--- src/tppu_pkg.sv ---
// ============================================================================
// tppu_pkg - shared types and constants of the tile video register port
// Operation codes, controller/datapath command and status words, defaults.
// ============================================================================
package tppu_pkg;

    localparam int NAME_TABLE_BYTES_DEF = 2048;
    localparam int SPRITE_BYTES_DEF     = 256;
    localparam int PALETTE_BYTES        = 32;
    localparam int PAL_AW               = 5;
    localparam int SPR_PTR_W            = 8;
    localparam int VRAM_AW              = 14;
    localparam int NT_FOLD_W            = 11;

    typedef enum logic [2:0] {
        OP_CTRL_WR = 3'd0,
        OP_OAM_ADDR = 3'd1,
        OP_OAM_WR  = 3'd2,
        OP_OAM_RD  = 3'd3,
        OP_ADDR_WR = 3'd4,
        OP_DATA_WR = 3'd5,
        OP_DATA_RD = 3'd6
    } t_op;

    typedef struct packed {
        logic clear;   // clearing pass: write zero at sweep address
        logic issue;   // word accepted: update state, launch reads
        logic finish;  // read data valid: update buffer, load result
    } t_cmd;

    typedef struct packed {
        logic clear_last; // sweep at last entry
    } t_sts;

endpackage

--- src/tppu_ctrl.sv ---
// ============================================================================
// tppu_ctrl - sequencer of the tile video register port
// Runs the reset clearing pass, then steps each word through issue/finish.
// ============================================================================
module tppu_ctrl (
    input  logic          i_clk,
    input  logic          i_rst_n,
    input  logic          i_in_valid,
    output logic          o_in_ready,
    output logic          o_out_valid,
    input  logic          i_out_ready,
    output tppu_pkg::t_cmd o_cmd,
    input  tppu_pkg::t_sts i_sts
);

    typedef enum logic [1:0] {
        S_CLEAR,
        S_IDLE,
        S_EXEC,
        S_DONE
    } t_state;

    t_state r_state;
    logic   r_in_ready;
    logic   r_out_valid;

    always_ff @(posedge i_clk) begin
        if (!i_rst_n) begin
            r_state     <= S_CLEAR;
            r_in_ready  <= 1'b0;
            r_out_valid <= 1'b0;
        end else begin
            unique case (r_state)
                S_CLEAR: begin
                    if (i_sts.clear_last) begin
                        r_state    <= S_IDLE;
                        r_in_ready <= 1'b1;
                    end
                end
                S_IDLE: begin
                    if (i_in_valid) begin
                        r_state    <= S_EXEC;
                        r_in_ready <= 1'b0;
                    end
                end
                S_EXEC: begin
                    r_state     <= S_DONE;
                    r_out_valid <= 1'b1;
                end
                S_DONE: begin
                    if (i_out_ready) begin
                        r_state     <= S_IDLE;
                        r_out_valid <= 1'b0;
                        r_in_ready  <= 1'b1;
                    end
                end
                default: begin
                    r_state <= S_CLEAR;
                end
            endcase
        end
    end

    assign o_in_ready   = r_in_ready;
    assign o_out_valid  = r_out_valid;
    assign o_cmd.clear  = (r_state == S_CLEAR);
    assign o_cmd.issue  = i_in_valid & r_in_ready;
    assign o_cmd.finish = (r_state == S_EXEC);

endmodule

--- config.mk ---
export PLATFORM = sky130hd
export DESIGN_NAME = tppu_ctrl
export DESIGN_NICKNAME = d
export VERILOG_FILES = /design/src/tppu_pkg.sv /design/src/tppu_ctrl.sv
export SDC_FILE = /design/constraint.sdc
export NUM_CORES = 1
export LEC_CHECK = 0
export BUFFER_PORTS_ARGS = -buffer_cell sky130_fd_sc_hd__clkbuf_2
export CORE_AREA = 5 5 42 44
export DETAILED_ROUTE_END_ITERATION = 6
export DIE_AREA = 0 0 47 49
export GPL_TIMING_DRIVEN = 0
export HOLD_SLACK_MARGIN = 0.1
export MAX_ROUTING_LAYER = met4
export SYNTH_ARGS = -nofsm -noshare
export SYNTH_HDL_FRONTEND = slang
export SYNTH_SLANG_ARGS = --single-unit
export TNS_END_PERCENT = 100
--- constraint.sdc ---
create_clock -name i_clk -period 1.91 [get_ports i_clk]
set_input_delay 0.191 -clock i_clk [delete_from_list [all_inputs] [get_ports i_clk]]
set_output_delay 0.191 -clock i_clk [all_outputs]
set_load 0.01 [all_outputs]
==> reports/qor.txt, run 1 <==
Status - finished clean
Delay-heaviest family, CP - simple AND/OR/NAND/NOR gates
Final worst-path cycle share - 85.13%
Ys Warns - 0
Sw Pwr - 169.6 µW
Initial antenna violation count - 0
Core area - 0.001401 mm²
WL final - 578 µm
Sw Ratio - 37.30%
Finished layout cell area - 347.8 µm²
Number of synthesized flops with an enable pin - 0
Int Power - 285.2 µW
Tmin final - 1.626 ns
Nets@finish - 51
Post-route DRC - 0
GP Congestion - 0.7042
Rel. slew slack - 80.00%
Slowest-stage cell, CP - or4_1
Htree depth - 1
Max Freq - 615.0 MHz
Worst Path Max Fanout - 4
Worst reg2reg path startpoint - r_state[0]$_SDFFE_PN0P_
Total track usage - 6.200%
Yosys top cell by area - dfxtp_1
Hold worst-path end - r_state[0]$_SDFFE_PN0P_
Final Hold Fails - 0
CTS Buffer Depth - 2
Mapped Area - 260.3 µm²
Placed cell count - 53
I/O pin total - 10
Uppermost layer routed - met4
Diode count - 0
Number of synthesized register bits - 4
Die Y - 49 µm
Clk root buf - clkbuf_4
Crit path buffers/inverters - 1
FF-to-FF setup slack - 0.28 ns
Routed wl met3 - 62 µm
Worst-Margin Slew - 0.2994 ns
Post-Synthesis Cells - 28
R2R cell count - 5
Die area - 0.002303 mm²
# fillers - 164
WL per Instance - 10.32 µm
DRT met1 WL - 267 µm
Worst skew pair latency - 0.24 ns
Met2 Wirelength - 224 µm
Area Growth Syn to Fin - 33.65%
Setup TNS - 0 ns
Slowest stage delay, CP - 0.42 ns
Leakage Power - 0.0001679 µW
Crit path required time - 2.04 ns
Critical path class - reg2reg
Hold_buf cts - 0
HPWL after DPL - 438 µm
Non-filler cells in the finished layout - 56
CTS Sinks - 4
Crit-path cells - inv_1 -> ha_1 -> nor2b_1 -> or4_1 -> a32o_1
ANT nets after route - 0
Levels on crit path - 5
Total CTS buffers - 3
Power share of the sequential group - 31.2%
Synth top area cells - dfxtp_1 31%, ha_1 19%, nor2b_1 7.2%
Placed cell areas - 325.3 µm²
Maximum vdd drop - 0.0005103 V
Synth Area per Inst - 9.295 µm²
Predominant post-synthesis flop cell - dfxtp_1
HP Class - in2reg
Layout cells sized above 1 - 32.50%
Clock power share - 24.2%
Via count - 242
Max-slew violations - 0
Gate power share - 44.6%
R2R Path End - o_in_ready$_SDFFE_PN0P_
Post-CTS Setup Inserts - 0
First-pass GRT wire length - 986 µm
Most instantiated cells after synthesis - 4 x dfxtp_1, 4 x ha_1, 3 x inv_1, 3 x nand2_1, 3 x nor2b_1
Cells on Worst Hold Path - 2
Hold slack - 0.2331 ns
Fin Clk Skew - 0.004559 ns
Initial Utilization - 18.57%
Post-synth cell types - 16
Ys async rst share - 0%
Critical Path AT - 1.76 ns
Multi-input logic area - 168.9 µm²
Die width - 47 µm
Crit path launch type - flop
Final core occ - 24.82%
Worst Min Path Start - i_rst_n
FP Rows - 14
CTS tree - yes
Drt pass-1 iters - 2
Unrepaired setup endpoints after global routing - no
Max-Cap Viols - 0
Worst-path clk slew - 0.04 ns
Final setup vio count - 0
Worst setup EP type - flop
GRT overflow - 0
Area occupied by registers - 80.08 µm²
Initial DRC Count - 1
Largest net degree at the start of global routing - 7
Area share of the largest cell type after synthesis - 30.77%
IO Port Bufs - 9
Vias per cell - 4.321
Post-synthesis net count - 37
Sequential area share after synthesis - 30.77%
# resized after CTS - 0
Vias in the first global route - 244
Power per cell area - 1307 mW/mm²
[stage by stage]
step	power [µW]	worst slack (ns)
after global routing	493.3	0.2013
after global placement	346.4	0.3039
after floorplan	281.1	0.3481
final	454.8	0.2841
after detailed placement	346.9	0.3034
after CTS	463.7	0.2733
[worst max-delay path by stage]
stage	slack, ns	startpoint	endpoint
after floorplan	0.35	r_state[0]$_SDFFE_PN0P_	o_in_ready$_SDFFE_PN0P_
after global placement	0.30	r_state[0]$_SDFFE_PN0P_	o_in_ready$_SDFFE_PN0P_
after detailed placement	0.30	r_state[0]$_SDFFE_PN0P_	o_in_ready$_SDFFE_PN0P_
after CTS	0.27	r_state[0]$_SDFFE_PN0P_	o_in_ready$_SDFFE_PN0P_
after global routing	0.20	r_state[0]$_SDFFE_PN0P_	o_in_ready$_SDFFE_PN0P_
final	0.28	r_state[0]$_SDFFE_PN0P_	o_in_ready$_SDFFE_PN0P_
[layout by cell type (no fill, tap or decap)]
cell type,Yosys,layout
clkbuf_2,0,9
ha_1,4,4
dfxtp_1,4,4
inv_1,3,3
nor2b_1,3,3
nand2_1,3,3
clkbuf_4,0,3
and2_1,1,1
nor2b_4,1,1
or4_1,1,1
nor3_1,1,1
a32o_1,1,1
and2b_1,1,1
a21oi_1,1,1
o31a_1,1,1
o21a_1,1,1
a211oi_1,1,1
mux2i_1,1,1
[power by group through the flow]
stage / logic (µW) / clock network, µW / registers, µW
after floorplan: 136 / 0 / 146
after global placement: 205 / 0 / 141
after detailed placement: 204 / 0 / 143
after CTS: 208 / 113 / 142
after global routing: 231 / 114 / 149
final: 203 / 110 / 142
[registers in the layout (all words and copies together) (netlist names)]
signal	count
r_state	2
o_in_ready	1
o_out_valid	1
[layer usage]
| metal | vias to the layer above | GRT usage [%] |
|---|---|---|
| met5 | - | - |
| li1 | 120 | - |
| met3 | 3 | 2.214 |
| met4 | 0 | 5.530 |
| met2 | 11 | 7.692 |
| met1 | 108 | 7.440 |
[cells by family (layout without fill, tap and decap cells)]
logic type	count (synthesis)	count (layout)	synth area share [%]
compound gates	5	5	14.90
fa+ha+maj	4	4	19.23
buf+inv	3	15	4.327
flops	4	4	30.77
mux	1	1	3.846
simple gates	11	11	26.92
[final cells by class]
class                   count  share of cell area, %
multi-input cells          21                  48.56
flip-flops and latches      4                  23.02
repair buffers              9                  12.95
clock buffers               3                  6.475
well taps                  16                  5.755
inverters                   3                  3.237
(Power assumes the default switching activity.)
==> inputs of run 2 (changes only) <==
- ABC_AREA: not set -> 1
- MAX_ROUTING_LAYER: met4 -> not set
==> run 2 against run 1 <==
Hold slack worse by 0.021 ns. Clock skew down 0.0032 ns. Die area unchanged. Sequential power about the same. Synthesized cell count up 32%. Routed wire length down 13%. Clock power down 6%. Setup slack better by 0.38 ns. Sequential cell count unchanged. Highest routed layer unchanged. Critical endpoint is now o_cmd[0]. Synthesized area up 1.4%. Non-clock buffer count unchanged. Clock-buffer cell count unchanged.
==> reports/qor.txt, run 2 <==
Post-route DRC - 0 (unchanged)
Fin Clk Skew - 0.001380 ns (-0.003178 ns)
Drt pass-1 iters - 3 (+1)
CTS Sinks - 4 (unchanged)
Most instantiated cells after synthesis - 9 x nand2_1, 5 x inv_1, 4 x dfxtp_1, 4 x ha_1
Count leader, synth - nand2_1
Commonest cells after routing, fill and taps aside - 9 x nand2_1, 9 x clkbuf_2, 5 x inv_1
Final Total Pwr - 496.0 µW (+9.1%)
HPWL after DPL - 431.4 µm (-1.5%)
Post-synth cell types - 12 (-4)
Die area - 0.002303 mm² (unchanged)
Crit path launch type - flop
Worst Path Max Fanout - 4 (unchanged)
FP Rows - 14 (unchanged)
# fillers - 173 (+5.5%)
HP Class - in2reg
Synth Area per Inst - 7.135 µm² (-23%)
Largest net degree at the start of global routing - 5 (-2)
Htree depth - 1 (unchanged)
Slowest-stage cell, CP - dfxtp_1
Number of synthesized register bits - 4 (unchanged)
Sequential area share after synthesis - 30.33% (-0.44 points)
Clk root buf - clkbuf_4
Number of synthesized flops with an enable pin - 0 (unchanged)
Initial Utilization - 18.84% (+0.27 points)
Worst setup EP type - output pin
Unrepaired setup endpoints after global routing - no
Clock power share - 20.7% (-3.5 points)
Worst Min Path Start - i_rst_n
Max reg flops - 2 (unchanged)
Max Freq - 803.6 MHz (+31%)
Setup TNS - 0 ns (unchanged)
Yosys top cell by area - dfxtp_1
Tmin final - 1.244 ns (-0.3816 ns)
CP Launch Point - r_state[0]$_SDFFE_PN0P_
Max-slew violations - 0 (unchanged)
I/O pin total - 10 (unchanged)
Post-synthesis net count - 46 (+24%)
Initial antenna violation count - 0 (unchanged)
Placed cell areas - 329.1 µm² (+1.2%)
ANT nets after route - 0 (unchanged)
Vias in the first global route - 245 (+0.41%)
Layout cells sized above 1 - 38.78% (+6.3 points)
Largest Register - r_state
Worst reg2reg path startpoint - r_state[0]$_SDFFE_PN0P_
GRT overflow - 0 (unchanged)
Slowest stage delay, CP - 0.37 ns (-0.05 ns)
Total CTS buffers - 3 (unchanged)
Status - finished clean
Finished layout cell area - 351.6 µm² (+1.1%)
Core area - 0.001401 mm² (unchanged)
Area Growth Syn to Fin - 33.18%
Gate power share - 49.9% (+5.3 points)
Die Y - 49 µm (unchanged)
Initial DRC Count - 1 (unchanged)
Crit-path cells - inv_1 -> ha_1 -> clkbuf_2
Mapped Area - 264.0 µm² (+1.4%)
Worst-path clk slew - 0.04 ns (about the same)
Final setup vio count - 0 (unchanged)
WL final - 501 µm (-13%)
# resized after CTS - 0 (unchanged)
Total track usage - 5.630% (-0.57 points)
Worst skew pair latency - 0.23 ns (about the same)
Rel. slew slack - 88.94% (+8.9 points)
Worst-Margin Slew - 0.1658 ns (-0.1336 ns)
Crit path required time - 1.72 ns (-0.32 ns)
Post-CTS Setup Inserts - 0 (unchanged)
GP Congestion - 0.6984 (-0.82%)
Placed cell count - 62 (+17%)
Sw Ratio - 40.95% (+3.7 points)
Final core occ - 25.09% (+0.27 points)
Maximum vdd drop - 0.0003814 V (-25%)
Diode count - 0 (unchanged)
Ys Warns - 0 (unchanged)
CTS Buffer Depth - 2 (unchanged)
Nets@finish - 60 (+18%)
First-pass GRT wire length - 883 µm (-10%)
IO Port Bufs - 9 (unchanged)
Predominant post-synthesis flop cell - dfxtp_1
Post-Synthesis Cells - 37 (+32%)
Max-Cap Viols - 0 (unchanged)
Power per cell area - 1411 mW/mm² (+7.9%)
CTS tree - yes
Die width - 47 µm (unchanged)
Power share of the sequential group - 29.3% (-1.9 points)
Critical path class - reg2out
Hold_buf cts - 0 (unchanged)
Leakage Power - 0.0002031 µW (+21%)
Via count - 251 (+3.7%)
Final Hold Fails - 0 (unchanged)
Int Power - 292.9 µW (+2.7%)
Synth top area cells - dfxtp_1 30%, ha_1 19%, nand2_1 13%
Final worst-path cycle share - 65.15% (-20 points)
WL per Instance - 7.708 µm (-25%)
Critical Path AT - 1.05 ns (-0.71 ns)
Sw Pwr - 203.1 µW (+20%)
Vias per cell - 3.862 (-11%)
Ys async rst share - 0% (unchanged)
Non-filler cells in the finished layout - 65 (+16%)
Area share of the largest cell type after synthesis - 30.33% (-0.44 points)
[run 2: cell types whose count changed after synthesis, moves of 3 or more]
| cell | previous run | this run |
|---|---|---|
| nor2b_1 | 3 | 0 |
| inv_2 | 0 | 3 |
| nand2_1 | 3 | 9 |
| nor2_1 | 0 | 3 |
[run 2: stage by stage]
step,worst slack [ns],hold slack (ns)
finish,0.6656,0.2116
global route,0.6069,0.2330
CTS,0.6556,0.2114
detailed placement,0.7660,0.4620
global placement,0.7805,0.4585
floorplan,0.8010,0.3114
[run 2: power groups by stage]
stage	logic, µW	clock network [µW]	registers (µW)
after global placement	249	0	146
after CTS	253	109	146
final	248	103	145
after floorplan	177	0	150
after global routing	294	114	149
after detailed placement	251	0	147
[run 2: kinds of logic (layout without fill, tap and decap cells)]
| family | after synthesis | after routing | synth area share, % |
|---|---|---|---|
| AO/OA/AOI/OAI | 5 | 5 | 11.84 |
| flip-flops | 4 | 4 | 30.33 |
| AND/OR/NAND/NOR | 16 | 16 | 27.48 |
| buffers and inverters | 8 | 20 | 11.37 |
| adder cells (fa/ha/maj) | 4 | 4 | 18.96 |
[run 2: worst max-delay path, delay by kind of cell, from the launching register on]
kind,cells,cell delay (ns)
DFF,1,0.37
adders and majority gates,1,0.23
buffers and inverters,2,0.22
[run 2: worst paths after layout]
path | to | slack (ns) | depth (start not counted)
max reg2reg | o_in_ready$_SDFFE_PN0P_ | 0.76 | 6
max | o_cmd[0] | 0.67 | 3
min | r_state[1]$_SDFFE_PN0P_ | 0.21 | 3
min reg2reg | o_out_valid$_SDFFE_PN0P_ | 0.48 | 2
[run 2: area by class of cell]
| class | instances | area [µm²] | area share (%) |
|---|---|---|---|
| Sequential cell | 4 | 80.08 | 22.78 |
| Timing Repair Buffer | 9 | 45.04 | 12.81 |
| Clock buffer | 3 | 22.52 | 6.406 |
| Multi-Input combinational cell | 25 | 153.9 | 43.77 |
| Tap cell | 16 | 20.02 | 5.694 |
| Inverter | 8 | 30.03 | 8.541 |
[run 2: metal layers]
layer	part of all wire, %	GRT usage [%]
met1	38	5.263
met2	48	7.919
met3	12	4.428
met4	2.0	4.147
met5	0	0
==> inputs of run 3 (changes only) <==
- clock period: 1.91 -> 1.2 ns (I/O delays scaled with it)
==> run 3 against run 2 <==
First-iteration DRC count is the same. Final cell count did not move. Clock-buffer cell count unchanged. Critical path depth is the same. Register-to-register slack worse by 0.67 ns. Hold slack got worse by 0.072 ns. Sequential power increased by 62%. Critical endpoint unchanged.
==> reports/qor.txt, run 3 (same netlist as run 2, synthesis figures left out) <==
Tmin final - 1.143 ns
Non-filler cells in the finished layout - 65 (unchanged)
Max reg flops - 2 (unchanged)
Crit path required time - 1.08 ns (-0.64 ns)
I/O pin total - 10 (unchanged)
Slowest stage delay, CP - 0.35 ns (-0.02 ns)
Sw Ratio - 41.05% (+0.11 points)
Final setup vio count - 0 (unchanged)
Worst Path Max Fanout - 4 (unchanged)
Delay-heaviest family, CP - flip-flops
FP Rows - 14 (unchanged)
Diode count - 0 (unchanged)
ANT nets after route - 0 (unchanged)
Slowest-stage cell, CP - dfxtp_2
Crit-path cells - inv_1 -> ha_1 -> clkbuf_2
Die area - 0.002303 mm² (unchanged)
Finished layout cell area - 359.1 µm² (+2.1%)
Gate power share - 50.6% (+0.7 points)
Initial Utilization - 18.84% (unchanged)
IO Port Bufs - 9 (unchanged)
Area Growth Syn to Fin - 36.02%
Die Y - 49 µm (unchanged)
Htree depth - 1 (unchanged)
Vias per cell - 3.846 (-0.40%)
Hold_buf cts - 0 (unchanged)
Leakage Power - 0.0002027 µW (-0.19%)
Setup TNS - 0 ns (unchanged)
Worst skew pair latency - 0.23 ns (about the same)
HPWL after DPL - 431.4 µm (unchanged)
Layout cells sized above 1 - 44.90% (+6.1 points)
Placed cell count - 62 (unchanged)
GRT overflow - 0 (unchanged)
Vias in the first global route - 245 (unchanged)
Commonest cells after routing, fill and taps aside - 9 x nand2_1, 9 x clkbuf_2, 5 x inv_1
Max Freq - 875.2 MHz
Int Power - 478.1 µW (+63%)
Critical path class - reg2out
Via count - 250 (-0.40%)
Die width - 47 µm (unchanged)
# fillers - 173 (unchanged)
CTS Sinks - 4 (unchanged)
Clk root buf - clkbuf_4
Total CTS buffers - 3 (unchanged)
Largest Register - r_state
Power per cell area - 2259 mW/mm² (+60%)
Max-Cap Viols - 0 (unchanged)
Largest net degree at the start of global routing - 5 (unchanged)
Unrepaired setup endpoints after global routing - no
Core area - 0.001401 mm² (unchanged)
Initial DRC Count - 1 (unchanged)
Nets@finish - 60 (unchanged)
HP Class - in2reg
Clock power share - 20.4% (-0.3 points)
Worst setup EP type - output pin
Final worst-path cycle share - 95.22%
Fin Clk Skew - 0.001122 ns (-0.0002578 ns)
Power share of the sequential group - 29.0% (-0.3 points)
GP Congestion - 0.6984 (unchanged)
Maximum vdd drop - 0.0005668 V (+49%)
First-pass GRT wire length - 883 µm (unchanged)
CTS Buffer Depth - 2 (unchanged)
Critical Path AT - 1.02 ns (-0.03 ns)
Drt pass-1 iters - 3 (unchanged)
WL per Instance - 8.046 µm (+4.4%)
Placed cell areas - 329.1 µm² (unchanged)
Crit path launch type - flop
Crit path buffers/inverters - 2 (unchanged)
Final Hold Fails - 0 (unchanged)
WL final - 523 µm (+4.4%)
Final Total Pwr - 811.1 µW (+64%)
Status - finished clean
CTS tree - yes
Worst-path clk slew - 0.03 ns (about the same)
Post-route DRC - 0 (unchanged)
Worst-Margin Slew - 0.1508 ns (-0.01507 ns)
Hold slack - 0.1392 ns (-0.07242 ns)
Initial antenna violation count - 0 (unchanged)
Sw Pwr - 333.0 µW (+64%)
Total track usage - 5.630% (unchanged)
Max-slew violations - 0 (unchanged)
Rel. slew slack - 89.95% (+1.0 points)
run 3: cell count changes in the layout (fill, tap and decap cells not counted):
cell     change
ha_2         +1
a21oi_2      +1
dfxtp_2      +1
dfxtp_1      -1
ha_1         -1
a21oi_1      -1
run 3: worst paths after layout:
| path | startpoint | cells after the start | slack [ns] | to |
|---|---|---|---|---|
| min | i_rst_n | 3 | 0.14 | o_in_ready$_SDFFE_PN0P_ |
| max | r_state[0]$_SDFFE_PN0P_ | 3 | 0.06 | o_cmd[0] |
| min reg2reg | o_out_valid$_SDFFE_PN0P_ | 2 | 0.48 | o_out_valid$_SDFFE_PN0P_ |
| max reg2reg | r_state[1]$_SDFFE_PN0P_ | 6 | 0.09 | r_state[1]$_SDFFE_PN0P_ |
run 3: cell type report:
cell class	instances	area [µm²]	share of cell area, %
multi-input combinational	25	160.2	44.60
tap	16	20.02	5.575
inverter	8	30.03	8.362
timing repair buffer	9	45.04	12.54
sequential	4	81.33	22.65
clock buffer	3	22.52	6.272
run 3: stage by stage:
step           setup WS (ns)  util [%]
6_report             0.05734     25.62
5_1_grt             0.007719     25.62
4_1_cts              0.01663     25.09
3_5_place_dp         0.05603     23.48
3_3_place_gp         0.07049     23.48
2_1_floorplan        0.09101         -
run 3: worst min-delay path, stage by stage:
cell      delay, ns
clkbuf_2       0.11
nand2_1        0.07
nor2_1         0.03
run 3: layer usage:
| layer | track usage, % | part of all wire [%] |
|---|---|---|
| met3 | 4.428 | 12 |
| met5 | 0 | 0 |
| met4 | 4.147 | 1.9 |
| met2 | 7.919 | 48 |
| met1 | 5.263 | 38 |
run 3: repair_timing:
action / in CTS / in global routing
resized for setup: 0 / 3
buffers inserted: 0 / 0
endpoints found under the hold margin: 0 / 0
endpoints found under the setup margin: 0 / 5
run 3: power by group through the flow:
stage,Combinational [µW],Sequential (µW),Clock (µW)
final,411,235,165
after global routing,486,240,181
after CTS,402,233,173
after detailed placement,399,234,0
after global placement,397,232,0
after floorplan,281,239,0
